**src/sv/arsg_pkg.sv**
```systemverilog
`timescale 1ns / 1ps
// ============================================================================
// arsg_pkg
// Shared types, codes and helpers for the arithmetic range sequence generator.
// ============================================================================
package arsg_pkg;

    localparam int DATA_W = 64;
    localparam int CNT_W  = $clog2(DATA_W);
    localparam int DIV_W  = 37;
    localparam int TAG_W  = 16;

    // request kinds carried on s_axis_tuser
    localparam logic [1:0] REQ_LOAD = 2'd0;
    localparam logic [1:0] REQ_NEXT = 2'd1;
    localparam logic [1:0] REQ_SKIP = 2'd2;

    // register index, taken from paddr[4:3]
    localparam logic [1:0] REG_WIDTH_CODE = 2'd0;
    localparam logic [1:0] REG_SIGNED     = 2'd1;
    localparam logic [1:0] REG_DIVISOR    = 2'd2;

    // element width codes
    localparam logic [1:0] WIDTH_8  = 2'd0;
    localparam logic [1:0] WIDTH_16 = 2'd1;
    localparam logic [1:0] WIDTH_32 = 2'd2;
    localparam logic [1:0] WIDTH_64 = 2'd3;

    typedef enum logic [2:0] {
        ST_IDLE,
        ST_DIV_STEP,
        ST_CHECK,
        ST_DIV_COUNT,
        ST_FINISH
    } state_t;

    function automatic logic [DATA_W-1:0] width_mask(input logic [1:0] code);
        logic [DATA_W-1:0] m;
        unique case (code)
            WIDTH_8:  m = DATA_W'(64'hFF);
            WIDTH_16: m = DATA_W'(64'hFFFF);
            WIDTH_32: m = DATA_W'(64'hFFFF_FFFF);
            default:  m = '1;
        endcase
        return m;
    endfunction

    // map a bit pattern to its position in unsigned order
    function automatic logic [DATA_W-1:0] order_key(input logic [DATA_W-1:0] v,
                                                    input logic [1:0]        code,
                                                    input logic              sgn);
        logic [DATA_W-1:0] m;
        logic [DATA_W-1:0] k;
        m = width_mask(code);
        k = v & m;
        if (sgn)
            k = k ^ ((m >> 1) + DATA_W'(1));
        return k;
    endfunction

endpackage

```
**src/sv/arithmetic_range_sequence_generator.sv**
```systemverilog
`timescale 1ns / 1ps
// ============================================================================
// arithmetic_range_sequence_generator
// Integer range iterator: load a range, then step through its elements.
// ============================================================================
// Usage:
//   Requests arrive on the s_axis channel, one transfer per request; the kind
//   (load, next, skip) is on s_axis_tuser. Every request gives exactly one
//   result transfer on m_axis. Element width, signedness and the step divisor
//   are set through the APB port while no request is in flight.
//   Next and skip requests are handled in the cycle they are accepted; the
//   result is registered and shows on m_axis in the next cycle, so they run
//   one per cycle while the receiver keeps m_axis_tready high.
//   A load runs up to two 64-bit divisions on one shared bit-serial divider
//   (step by divisor, then range length by step); the second division is
//   skipped when the range is found empty after the first division.
//   s_axis_tready is low meanwhile.
//   Results sit in an output register. A new request is taken only while
//   that register is empty or being drained, so a stalled receiver holds
//   back the input side without losing or repeating any result.
//   Reset empties the output register, clears the range state (count zero,
//   so next/skip report exhausted) and restores width 64, signed, divisor 1.
// ============================================================================
module arithmetic_range_sequence_generator (
    input  logic          clk,
    input  logic          rst_n,
    // APB configuration
    input  logic          psel,
    input  logic          penable,
    input  logic          pwrite,
    input  logic [4:0]    paddr,
    input  logic [63:0]   pwdata,
    output logic [63:0]   prdata,
    output logic          pready,
    // request stream
    input  logic          s_axis_tvalid,
    output logic          s_axis_tready,
    input  logic [207:0]  s_axis_tdata,  // range_start, range_end, step_raw, zone_tag
    input  logic [1:0]    s_axis_tuser,  // req_type
    // result stream
    output logic          m_axis_tvalid,
    input  logic          m_axis_tready,
    output logic [143:0]  m_axis_tdata,  // element_value, remaining, zone_out
    output logic [0:0]    m_axis_tuser   // ok
);
    import arsg_pkg::*;

    // configuration registers
    logic [1:0]       width_code_reg;
    logic             elem_signed_reg;
    logic [DIV_W-1:0] divisor_reg;

    // range state
    logic [DATA_W-1:0] cur_reg;
    logic [DATA_W-1:0] step_reg;
    logic [DATA_W-1:0] count_reg;
    logic [TAG_W-1:0]  zone_reg;

    // load working registers
    logic              neg_reg;
    logic [DATA_W-1:0] lo_reg;
    logic [DATA_W-1:0] hi_reg;
    logic [DATA_W-1:0] mag_reg;

    // output register
    logic              out_valid_reg;
    logic [DATA_W-1:0] out_value_reg;
    logic              out_ok_reg;
    logic [DATA_W-1:0] out_rem_reg;
    logic [TAG_W-1:0]  out_zone_reg;

    state_t state_reg, state_next;

    // unpacked request
    logic [1:0]        req_type;
    logic [DATA_W-1:0] range_start;
    logic [DATA_W-1:0] range_end;
    logic [DATA_W-1:0] step_raw;
    logic [TAG_W-1:0]  zone_tag;

    logic              in_xfer;
    logic              cfg_wr;
    logic [DATA_W-1:0] mask;
    logic [DATA_W-1:0] raw_mag;
    logic [DATA_W-1:0] eff_divisor;
    logic [DATA_W-1:0] key_start;
    logic [DATA_W-1:0] key_end;
    logic [DATA_W-1:0] step_mag;
    logic              range_empty;

    // divider hookup
    logic              div_start;
    logic [DATA_W-1:0] div_dividend;
    logic [DATA_W-1:0] div_divisor;
    logic              div_done;
    logic [DATA_W-1:0] div_quo;
    logic [DATA_W-1:0] div_rem;

    assign req_type    = s_axis_tuser;
    assign range_start = s_axis_tdata[63:0];
    assign range_end   = s_axis_tdata[127:64];
    assign step_raw    = s_axis_tdata[191:128];
    assign zone_tag    = s_axis_tdata[207:192];

    assign in_xfer = s_axis_tvalid && s_axis_tready;
    assign cfg_wr  = psel && penable && pwrite && pready;
    assign pready  = 1'b1;

    assign mask        = width_mask(width_code_reg);
    assign raw_mag     = step_raw[DATA_W-1] ? (DATA_W'(0) - step_raw) : step_raw;
    assign eff_divisor = (divisor_reg == '0) ? DATA_W'(1) : DATA_W'(divisor_reg);
    assign key_start   = order_key(range_start, width_code_reg, elem_signed_reg);
    assign key_end     = order_key(range_end, width_code_reg, elem_signed_reg);

    // exact division keeps the quotient, any remainder kills the step
    assign step_mag    = (div_rem != '0) ? '0 : div_quo;
    assign range_empty = (mag_reg == '0) || (lo_reg >= hi_reg);

    // ------------------------------------------------------------------
    // configuration read-back
    // ------------------------------------------------------------------
    always_comb
    begin
        unique case (paddr[4:3])
            REG_WIDTH_CODE: prdata = DATA_W'(width_code_reg);
            REG_SIGNED:     prdata = DATA_W'(elem_signed_reg);
            REG_DIVISOR:    prdata = DATA_W'(divisor_reg);
            default:        prdata = '0;
        endcase
    end

    always_ff @(posedge clk or negedge rst_n)
    begin
        if (!rst_n)
        begin
            width_code_reg  <= WIDTH_64;
            elem_signed_reg <= 1'b1;
            divisor_reg     <= DIV_W'(1);
        end
        else if (cfg_wr)
        begin
            unique case (paddr[4:3])
                REG_WIDTH_CODE: width_code_reg  <= pwdata[1:0];
                REG_SIGNED:     elem_signed_reg <= pwdata[0];
                REG_DIVISOR:    divisor_reg     <= pwdata[DIV_W-1:0];
                default:        ;
            endcase
        end
    end

    // ------------------------------------------------------------------
    // sequencer
    // ------------------------------------------------------------------
    always_comb
    begin
        state_next = state_reg;
        unique case (state_reg)
            ST_IDLE:
                if (in_xfer && req_type == REQ_LOAD)
                    state_next = ST_DIV_STEP;
            ST_DIV_STEP:
                if (div_done)
                    state_next = ST_CHECK;
            ST_CHECK:
                state_next = range_empty ? ST_FINISH : ST_DIV_COUNT;
            ST_DIV_COUNT:
                if (div_done)
                    state_next = ST_FINISH;
            ST_FINISH:
                state_next = ST_IDLE;
            default:
                state_next = ST_IDLE;
        endcase
    end

    always_comb
    begin
        s_axis_tready = 1'b0;
        div_start     = 1'b0;
        div_dividend  = raw_mag;
        div_divisor   = eff_divisor;
        unique case (state_reg)
            ST_IDLE:
            begin
                s_axis_tready = !out_valid_reg || m_axis_tready;
                div_start     = in_xfer && (req_type == REQ_LOAD);
            end
            ST_CHECK:
            begin
                div_start    = !range_empty;
                div_dividend = hi_reg - lo_reg;
                div_divisor  = mag_reg;
            end
            default:
            begin
                s_axis_tready = 1'b0;
            end
        endcase
    end

    always_ff @(posedge clk or negedge rst_n)
    begin
        if (!rst_n)
            state_reg <= ST_IDLE;
        else
            state_reg <= state_next;
    end

    // ------------------------------------------------------------------
    // range state and load working registers
    // ------------------------------------------------------------------
    always_ff @(posedge clk or negedge rst_n)
    begin
        if (!rst_n)
        begin
            cur_reg   <= '0;
            step_reg  <= '0;
            count_reg <= '0;
            zone_reg  <= '0;
            neg_reg   <= 1'b0;
            lo_reg    <= '0;
            hi_reg    <= '0;
            mag_reg   <= '0;
        end
        else
        begin
            if (in_xfer)
            begin
                if (req_type == REQ_LOAD)
                begin
                    neg_reg  <= step_raw[DATA_W-1];
                    // negative step walks downward: swap the bounds
                    lo_reg   <= step_raw[DATA_W-1] ? key_end : key_start;
                    hi_reg   <= step_raw[DATA_W-1] ? key_start : key_end;
                    cur_reg  <= range_start & mask;
                    zone_reg <= zone_tag;
                end
                else if ((req_type == REQ_NEXT || req_type == REQ_SKIP)
                         && count_reg != '0)
                begin
                    cur_reg   <= (cur_reg + step_reg) & mask;
                    count_reg <= count_reg - DATA_W'(1);
                end
            end

            if (state_reg == ST_DIV_STEP && div_done)
            begin
                mag_reg  <= step_mag;
                step_reg <= neg_reg ? (DATA_W'(0) - step_mag) : step_mag;
            end

            if (state_reg == ST_CHECK && range_empty)
                count_reg <= '0;

            // ceiling of length over step
            if (state_reg == ST_DIV_COUNT && div_done)
                count_reg <= div_quo + DATA_W'(div_rem != '0);
        end
    end

    // ------------------------------------------------------------------
    // output register
    // ------------------------------------------------------------------
    always_ff @(posedge clk or negedge rst_n)
    begin
        if (!rst_n)
            out_valid_reg <= 1'b0;
        else if ((in_xfer && req_type != REQ_LOAD) || state_reg == ST_FINISH)
            out_valid_reg <= 1'b1;
        else if (m_axis_tready)
            out_valid_reg <= 1'b0;
    end

    always_ff @(posedge clk)
    begin
        if (state_reg == ST_FINISH)
        begin
            out_value_reg <= '0;
            out_ok_reg    <= (count_reg != '0);
            out_rem_reg   <= count_reg;
            out_zone_reg  <= '0;
        end
        else if (in_xfer && req_type != REQ_LOAD)
        begin
            out_value_reg <= '0;
            out_ok_reg    <= 1'b0;
            out_rem_reg   <= '0;
            out_zone_reg  <= '0;
            unique case (req_type)
                REQ_NEXT, REQ_SKIP:
                    if (count_reg != '0)
                    begin
                        out_ok_reg  <= 1'b1;
                        out_rem_reg <= count_reg - DATA_W'(1);
                        if (req_type == REQ_NEXT)
                        begin
                            out_value_reg <= cur_reg & mask;
                            out_zone_reg  <= zone_reg;
                        end
                    end
                default:
                    // unknown request reports the count untouched
                    out_rem_reg <= count_reg;
            endcase
        end
    end

    assign m_axis_tvalid = out_valid_reg;
    assign m_axis_tdata  = {out_zone_reg, out_rem_reg, out_value_reg};
    assign m_axis_tuser  = out_ok_reg;

    // ------------------------------------------------------------------
    // shared divider
    // ------------------------------------------------------------------
    arsg_div u_div (
        .clk       (clk),
        .rst_n     (rst_n),
        .start     (div_start),
        .dividend  (div_dividend),
        .divisor   (div_divisor),
        .done      (div_done),
        .quotient  (div_quo),
        .remainder (div_rem)
    );

endmodule

```
**src/sv/arsg_div.sv**
```systemverilog
`timescale 1ns / 1ps
// ============================================================================
// arsg_div
// Restoring radix-2 divider, one quotient bit per cycle.
// ============================================================================
module arsg_div (
    input  logic                        clk,
    input  logic                        rst_n,
    input  logic                        start,
    input  logic [arsg_pkg::DATA_W-1:0] dividend,
    input  logic [arsg_pkg::DATA_W-1:0] divisor,
    output logic                        done,
    output logic [arsg_pkg::DATA_W-1:0] quotient,
    output logic [arsg_pkg::DATA_W-1:0] remainder
);
    import arsg_pkg::*;

    localparam logic [CNT_W-1:0] LAST_STEP = CNT_W'(DATA_W - 1);

    logic [DATA_W-1:0] rem_reg, rem_next;
    logic [DATA_W-1:0] quo_reg, quo_next;
    logic [DATA_W-1:0] dvs_reg;
    logic [CNT_W-1:0]  cnt_reg;
    logic              busy_reg;
    logic              done_reg;
    logic [DATA_W:0]   shifted;
    logic [DATA_W:0]   trial;

    always_comb
    begin
        shifted = {rem_reg, quo_reg[DATA_W-1]};
        trial   = shifted - {1'b0, dvs_reg};
        if (!trial[DATA_W])
        begin
            rem_next = trial[DATA_W-1:0];
            quo_next = {quo_reg[DATA_W-2:0], 1'b1};
        end
        else
        begin
            rem_next = shifted[DATA_W-1:0];
            quo_next = {quo_reg[DATA_W-2:0], 1'b0};
        end
    end

    always_ff @(posedge clk or negedge rst_n)
    begin
        if (!rst_n)
        begin
            rem_reg  <= '0;
            quo_reg  <= '0;
            dvs_reg  <= '0;
            cnt_reg  <= '0;
            busy_reg <= 1'b0;
            done_reg <= 1'b0;
        end
        else if (start)
        begin
            rem_reg  <= '0;
            quo_reg  <= dividend;
            dvs_reg  <= divisor;
            cnt_reg  <= '0;
            busy_reg <= 1'b1;
            done_reg <= 1'b0;
        end
        else if (busy_reg)
        begin
            rem_reg  <= rem_next;
            quo_reg  <= quo_next;
            cnt_reg  <= cnt_reg + CNT_W'(1);
            busy_reg <= (cnt_reg != LAST_STEP);
            done_reg <= (cnt_reg == LAST_STEP);
        end
        else
        begin
            done_reg <= 1'b0;
        end
    end

    assign done      = done_reg;
    assign quotient  = quo_reg;
    assign remainder = rem_reg;

endmodule
```
**config.mk**
```make
export PLATFORM = sky130hd
export DESIGN_NAME = arithmetic_range_sequence_generator
export DESIGN_NICKNAME = d
export VERILOG_FILES = /design/src/sv/arsg_pkg.sv /design/src/sv/arithmetic_range_sequence_generator.sv /design/src/sv/arsg_div.sv
export SDC_FILE = /design/constraint.sdc
export NUM_CORES = 2
export LEC_CHECK = 0
export BUFFER_PORTS_ARGS = -buffer_cell sky130_fd_sc_hd__clkbuf_2
export CORE_UTILIZATION = 55
export DETAILED_ROUTE_END_ITERATION = 10
export HOLD_SLACK_MARGIN = 0.02
export PLACE_DENSITY = 0.78
export SETUP_SLACK_MARGIN = 0.05
export SLEW_MARGIN = 0
export SYNTH_ARGS = -nofsm -noshare
export SYNTH_HDL_FRONTEND = slang
export SYNTH_SLANG_ARGS = --single-unit
```
**constraint.sdc**
```tcl
create_clock -name clk -period 3.9 [get_ports clk]
set_clock_uncertainty 0.1 [all_clocks]
set_input_delay 0.585 -clock clk [delete_from_list [all_inputs] [get_ports clk]]
set_output_delay 0.585 -clock clk [all_outputs]
set_load 0.02 [all_outputs]
```
After elaboration in Yosys (flattened, before gate mapping)
Index checks and enable logic that the tools add are counted.
Widths: inputs -> output; s select.
{"block": "classes", "n_addsub": 9, "order_cmp": 1, "eq_ne": 16, "n_mux": 54, "bitwise_logic": 6, "n_reduce_logical": 38}
{"operator": "$mux 64", "n": 28}
{"operator": "$and 64x64->64", "n": 4}
{"operator": "$pmux 64 s3", "n": 1}
{"operator": "$reduce_bool 64->1", "n": 2}
{"operator": "$sub 1x64->64 const A", "n": 2}
{"operator": "$xor 64x64->64", "n": 2}
{"operator": "$pmux 37 s3", "n": 1}
{"operator": "$sub 65x64->65", "n": 1}
{"operator": "$add 63x1->64 const B", "n": 1}
{"operator": "$add 64x1->64", "n": 1}
{"operator": "$add 64x64->64", "n": 1}
{"operator": "$ge 64x64->1", "n": 1}
{"operator": "$logic_not 64->1", "n": 1}
{"operator": "$sub 64x1->64 const B", "n": 1}
{"operator": "$sub 64x64->64", "n": 1}
{"operator": "$mux 16", "n": 3}
{"operator": "$logic_not 37->1", "n": 1}
{"operator": "$mux 37", "n": 1}
{"operator": "$mux 1", "n": 12}
{"operator": "$mux 3", "n": 4}
{"operator": "$mux 6", "n": 2}
{"operator": "$pmux 3 s4", "n": 1}
{"operator": "$reduce_and 2->1", "n": 5}
{"operator": "$reduce_bool 2->1", "n": 5}
{"operator": "20 further kinds", "n": 42}
{"block": "word_totals", "register_bits": 790, "in_bits": 286, "output_inout_bits": 212, "word_cells": 147}

Longest topological paths before layout
{"block": "depth", "depth_word": 8, "mapped_depth": 19, "ltp_nobuf": 17}

Modules after synthesis
A second synthesis with hierarchy kept.
{"block": "hier_totals", "hier_cells": 6669, "hier_area_um2": 54101.9}
{"module": "arithmetic_range_sequence_generator", "instances": 1, "cells_per_inst": 5159, "area_each_um2": 41369.7, "seq_area_each_um2": 14669.1}
{"module": "arsg_div", "instances": 1, "cells_per_inst": 1510, "area_each_um2": 12732.2, "seq_area_each_um2": 5004.8}

Worst setup path after synthesis
No wires, ideal clock.
{"block": "synth_path", "path_type": "in2reg", "startpoint": "in m_axis_tready", "endpoint": "reg out_ok_reg (netlist: m_axis_tuser) (enable)", "setup_ns": 0.419, "arrival_time_ns": 3.895, "t_required_ns": 3.381, "slack_ns": -0.514, "stages": 8, "path_buffers": 2, "path_cell_list": "nor2b_1 -> nor4_1 -> nand2_1 -> nor2_1 -> nor2_1 -> clkbuf_1 -> clkbuf_1 -> inv_1"}
{"block": "synth_between", "elab_chain_len": 5}
{"element": "start: declaration", "line_no": "arithmetic_range_sequence_generator.sv:42", "source": "input logic m_axis_tready,"}
{"element": "$logic_or 1x1->1", "line_no": "arithmetic_range_sequence_generator.sv:185", "source": "s_axis_tready = !out_valid_reg || m_axis_tready;"}
{"element": "$mux 1", "line_no": "arithmetic_range_sequence_generator.sv:182", "source": "unique case (state_reg)"}
{"element": "via s_axis_tready", "line_no": "arithmetic_range_sequence_generator.sv:37", "source": "output logic s_axis_tready,"}
{"element": "$logic_and 1x1->1", "line_no": "arithmetic_range_sequence_generator.sv:105", "source": "assign in_xfer = s_axis_tvalid && s_axis_tready;"}
{"element": "$logic_and 1x1->1", "line_no": "arithmetic_range_sequence_generator.sv:283", "source": "else if (in_xfer && req_type != REQ_LOAD)"}
{"element": "$reduce_bool 2->1 (no source line)"}
{"element": "end signal: assignment", "line_no": "arithmetic_range_sequence_generator.sv:279", "source": "out_ok_reg <= (count_reg != '0);"}
{"element": "end: declaration", "line_no": "arithmetic_range_sequence_generator.sv:68", "source": "logic out_ok_reg;"}
The timed path passes the listed nets, and every way through them passes these cells.
A chain may end at the register's enable or synchronous reset.

Worst setup path in the final report
{"block": "layout_path", "startpoint": "reg u_div.rem_reg[1] (netlist: u_div.remainder[1])", "endpoint": "reg u_div.rem_reg[54] (netlist: u_div.remainder[54])"}
{"block": "layout_between", "elab_chain_len": 4}
{"element": "start: declaration", "line_no": "arsg_div.sv:20", "source": "logic [DATA_W-1:0] rem_reg, rem_next;"}
{"element": "start signal: assignment", "line_no": "arsg_div.sv:67", "source": "rem_reg <= rem_next;"}
{"element": "$sub 65x64->65", "line_no": "arsg_div.sv:32", "source": "trial = shifted - {1'b0, dvs_reg};"}
{"element": "$mux 64", "line_no": "arsg_div.sv:33", "source": "if (!trial[DATA_W])"}
{"element": "$mux 64", "line_no": "arsg_div.sv:65", "source": "else if (busy_reg)"}
{"element": "$mux 64", "line_no": "arsg_div.sv:56", "source": "else if (start)"}
No other way between the ends. The select of a mux whose other input is x is not followed.

==> impl_metrics.env <==
export IMPL_gr_total_overflow=0
export IMPL_power_switching_mw=5.53
export IMPL_antenna_found_initial=15
export IMPL_fin_nets=7703
export IMPL_finalHoldViolCount=0
export IMPL_coreArea_sq_mm=0.0952
export IMPL_drt_iter0_drc=6554
export IMPL_setup_ws_ps=-20.8
export IMPL_ys_ff_latch=789
export IMPL_fillers=7527
export IMPL_slew_headroom_pct=29.2
export IMPL_clock_sinks=789
export IMPL_p_int_mw=15.0
export IMPL_rows=113
export IMPL_critical_path_class="reg -> reg"
export IMPL_cts_htree_levels=3
export IMPL_p_leak_nw=30.8
export IMPL_via_per_inst=6.39
export IMPL_max_freq_mhz=255
export IMPL_failed_checks="negative setup slack"
export IMPL_yosysTopAreaCellShare_pct=30.2
export IMPL_cts_root_buf="clkbuf_16"
export IMPL_port_buffers=439
export IMPL_power_density_mw_per_mm2=312
export IMPL_cp_end_kind="flip-flop"
export IMPL_wl_um=204000
export IMPL_dp_hpwl_um=152000
export IMPL_post_synth_top_count_cell="nand2_1"
export IMPL_synth_edf_count=65
export IMPL_required_ps=4340
export IMPL_grt_pass1_vias=51300
export IMPL_rsz0062_at_grt="yes"
export IMPL_area_growth_pct=24.5
export IMPL_dp_slack_ps=-663
export IMPL_grt_usage_pct=39.9
export IMPL_yosysWarnings=0
export IMPL_start_util_pct=55.6
export IMPL_worst_pin_slew_ps=1060
export IMPL_period_share_pct=101
export IMPL_die_y_um=312
export IMPL_status="complete, but fails checks"
export IMPL_period_needed_ps=3920
export IMPL_drcViolationCount=0
export IMPL_synth_seq_area_share_pct=37.2
export IMPL_utilization_pct=69.3
export IMPL_place_gp_congestion=1.03
export IMPL_max_cap_violations=0
export IMPL_hold_path_class="in -> reg"
export IMPL_worst_path_max_fanout=6
export IMPL_die_w_um=312
export IMPL_grt_pass1_wl_um=303000
export IMPL_numCtsBuffers=89
export IMPL_vias=54700
export IMPL_synthArstFlopShare_pct=81.6
export IMPL_yosysUniqueCellTypes=96
export IMPL_seqPwrFrac_pct=42.7
export IMPL_post_drt_wl_per_cell_um=23.8
export IMPL_arrival_ps=4360
export IMPL_finalPower_mw=20.6
export IMPL_synthFlopType="dfrtp_1"
export IMPL_grt_max_degree=184
export IMPL_peakVddDrop_mv=0.294
export IMPL_ant_nets=0
export IMPL_ff_latch_area_sq_mm=0.0197
export IMPL_synth_area_leaders="dfrtp_1 (30%), nand2_1 (6.0%), o21ai_0 (5.2%)"
export IMPL_critPathLaunchType="flip-flop"
export IMPL_synth_common_cells="nand2_1 (848), dfrtp_1 (640), o21ai_0 (554)"
export IMPL_die_area_sq_mm=0.0975
export IMPL_multi_input_area_sq_mm=0.0319
export IMPL_synth_largest_area_cell="dfrtp_1"
export IMPL_syn_inst=6429
export IMPL_clk_path_buf_depth=3
export IMPL_setup_viol=2
export IMPL_cts_clk_slew_worst_paths_ps=60
export IMPL_insertion_delay_ps=690
export IMPL_syn_avg_cell_area_sq_um=8.24
export IMPL_synth_area_sq_mm=0.0529
export IMPL_cts_tree="built"
export IMPL_drive_gt1_share_pct=23.4
export IMPL_firstDrtPassIters=6
export IMPL_pwr_share_comb_pct=11.6
export IMPL_pin_count=498
export IMPL_swShare_pct=26.9
export IMPL_p_clk_share_pct=45.8
export IMPL_drv_slew=0
-- final timing paths --
| path | endpoint | cells after the start | from | slack [ps] |
|---|---|---|---|---|
| hold / removal | divisor_reg[35]$_DFFE_PN0P_ | 2 | pwdata[35] | 40 |
| min in group asynchronous | hi_reg[51]$_DFFE_PN0P_ | 2 | rst_n | 420 |
| max in group asynchronous | u_div.done$_DFF_PN0_ | 4 | rst_n | 2130 |
| setup / recovery | u_div.remainder[54]$_DFFE_PN0P_ | 18 | u_div.remainder[1]$_DFFE_PN0P_ | -20 |
| setup reg to reg | u_div.remainder[54]$_DFFE_PN0P_ | 18 | u_div.remainder[1]$_DFFE_PN0P_ | -20 |
| hold reg to reg | zone_reg[15]$_DFFE_PN0P_ | 2 | zone_reg[15]$_DFFE_PN0P_ | 370 |
-- kinds of logic (layout without fill, tap and decap cells) --
kind of cell    Yosys count  after routing  share of synthesized area (%)
simple gates           2203           2204                           19.3
compound gates         1934           1934                           22.9
flops                   789            789                           37.2
buf+inv                 718           1549                           5.39
xor+xnor                322            322                           5.33
mux                     257            257                           5.12
fa+ha+maj               204            204                           4.86
other cells               2             37                         0.0142
-- placed cells by master, fill, tap and decap left out, drive strengths merged, types with 28 or more instances in the layout --
cell type  netlist  final
o21a            67     67
o22ai           42     42
nand2          850    850
and2            65     65
conb             2     28
nor3            96     96
o21bai          36     36
dfrtp          640    640
mux2i          145    145
o211ai          30     30
clkbuf         414    562
nand3          230    230
nor2           513    514
nand2b          39     39
buf            101    703
and3            40     40
xor2           147    147
o31ai          123    123
nor4            83     83
mux2           112    112
edfxtp          65     65
nor2b           46     46
ha             201    201
a31oi          107    107
o21ai          564    564
dfxtp           80     80
nand4           85     85
a211oi          93     93
a21o           116    116
or4             36     36
or3             63     63
xnor2          175    175
a21oi          477    477
a22o            86     86
inv            202    210
-- layout make-up --
cell class              instances  share of cell area, %
multi-input cells            4949                   48.4
diodes                          9                 0.0342
clock buffers                 112                   3.68
clock inverters                53                   1.19
flip-flops and latches        789                   29.8
well taps                    1265                   2.40
repair buffers               1181                   13.3
inverters                     203                   1.16
-- through the flow --
| stage | setup TNS, ps | instances | hold slack (ps) | area, sq um |
|---|---|---|---|---|
| 2_1_floorplan | 0 | 6455 | 189 | 53100 |
| 3_3_place_gp | -22700 | 8294 | 353 | 60200 |
| 3_5_place_dp | -28890 | 8294 | 363 | 60200 |
| 4_1_cts | 0 | 8499 | 20.2 | 64100 |
| 5_1_grt | -2270 | 8559 | 41.6 | 65900 |
| 6_report | -22.2 | 8561 | 41.8 | 65900 |
-- power by group through the flow --
stage               logic [mW]  clock network, mW  registers (mW)
detailed placement        2.24                  0            8.90
finish                    2.38               9.41            8.77
CTS                       2.29               9.42            8.76
floorplan                 1.27                  0            8.77
global route              2.54               9.74            8.78
global placement          2.20                  0            8.90
-- routing by layer --
| layer | global-route usage (%) | part of all wire (%) | up-vias |
|---|---|---|---|
| li1 | - | - | 24600 |
| met1 | 53.4 | 39 | 26200 |
| met2 | 62.7 | 45 | 3164 |
| met3 | 7.27 | 10 | 624 |
| met4 | 18.7 | 5.5 | 14 |
| met5 | 0 | 0.048 | - |
-- repair_timing --
action / 4_1_cts / 5_1_grt
gates resized for setup: 74 / 259
cloned: 1 / 15
endpoints found under the setup margin: 339 / 277
setup buffers: 13 / 38
endpoints found under the hold margin: 91 / 0
hold buffers: 27 / 0
pin swaps: 25 / 110
-- critical path: stages, from the launching register on --
cell and delay [ps]:
dfrtp_1 400, ha_1 330, nor2b_4 150, o21ai_2 180, a21oi_2 80, o41a_1 430
a221oi_2 250, buf_4 170, a21boi_2 60, a21boi_1 160, buf_4 140, o211ai_1 70
buf_4 180, xnor2_4 170, buf_6 140, buf_6 130, or3_1 380, o211ai_1 120
a221oi_1 100
(Power assumes the default switching activity.)
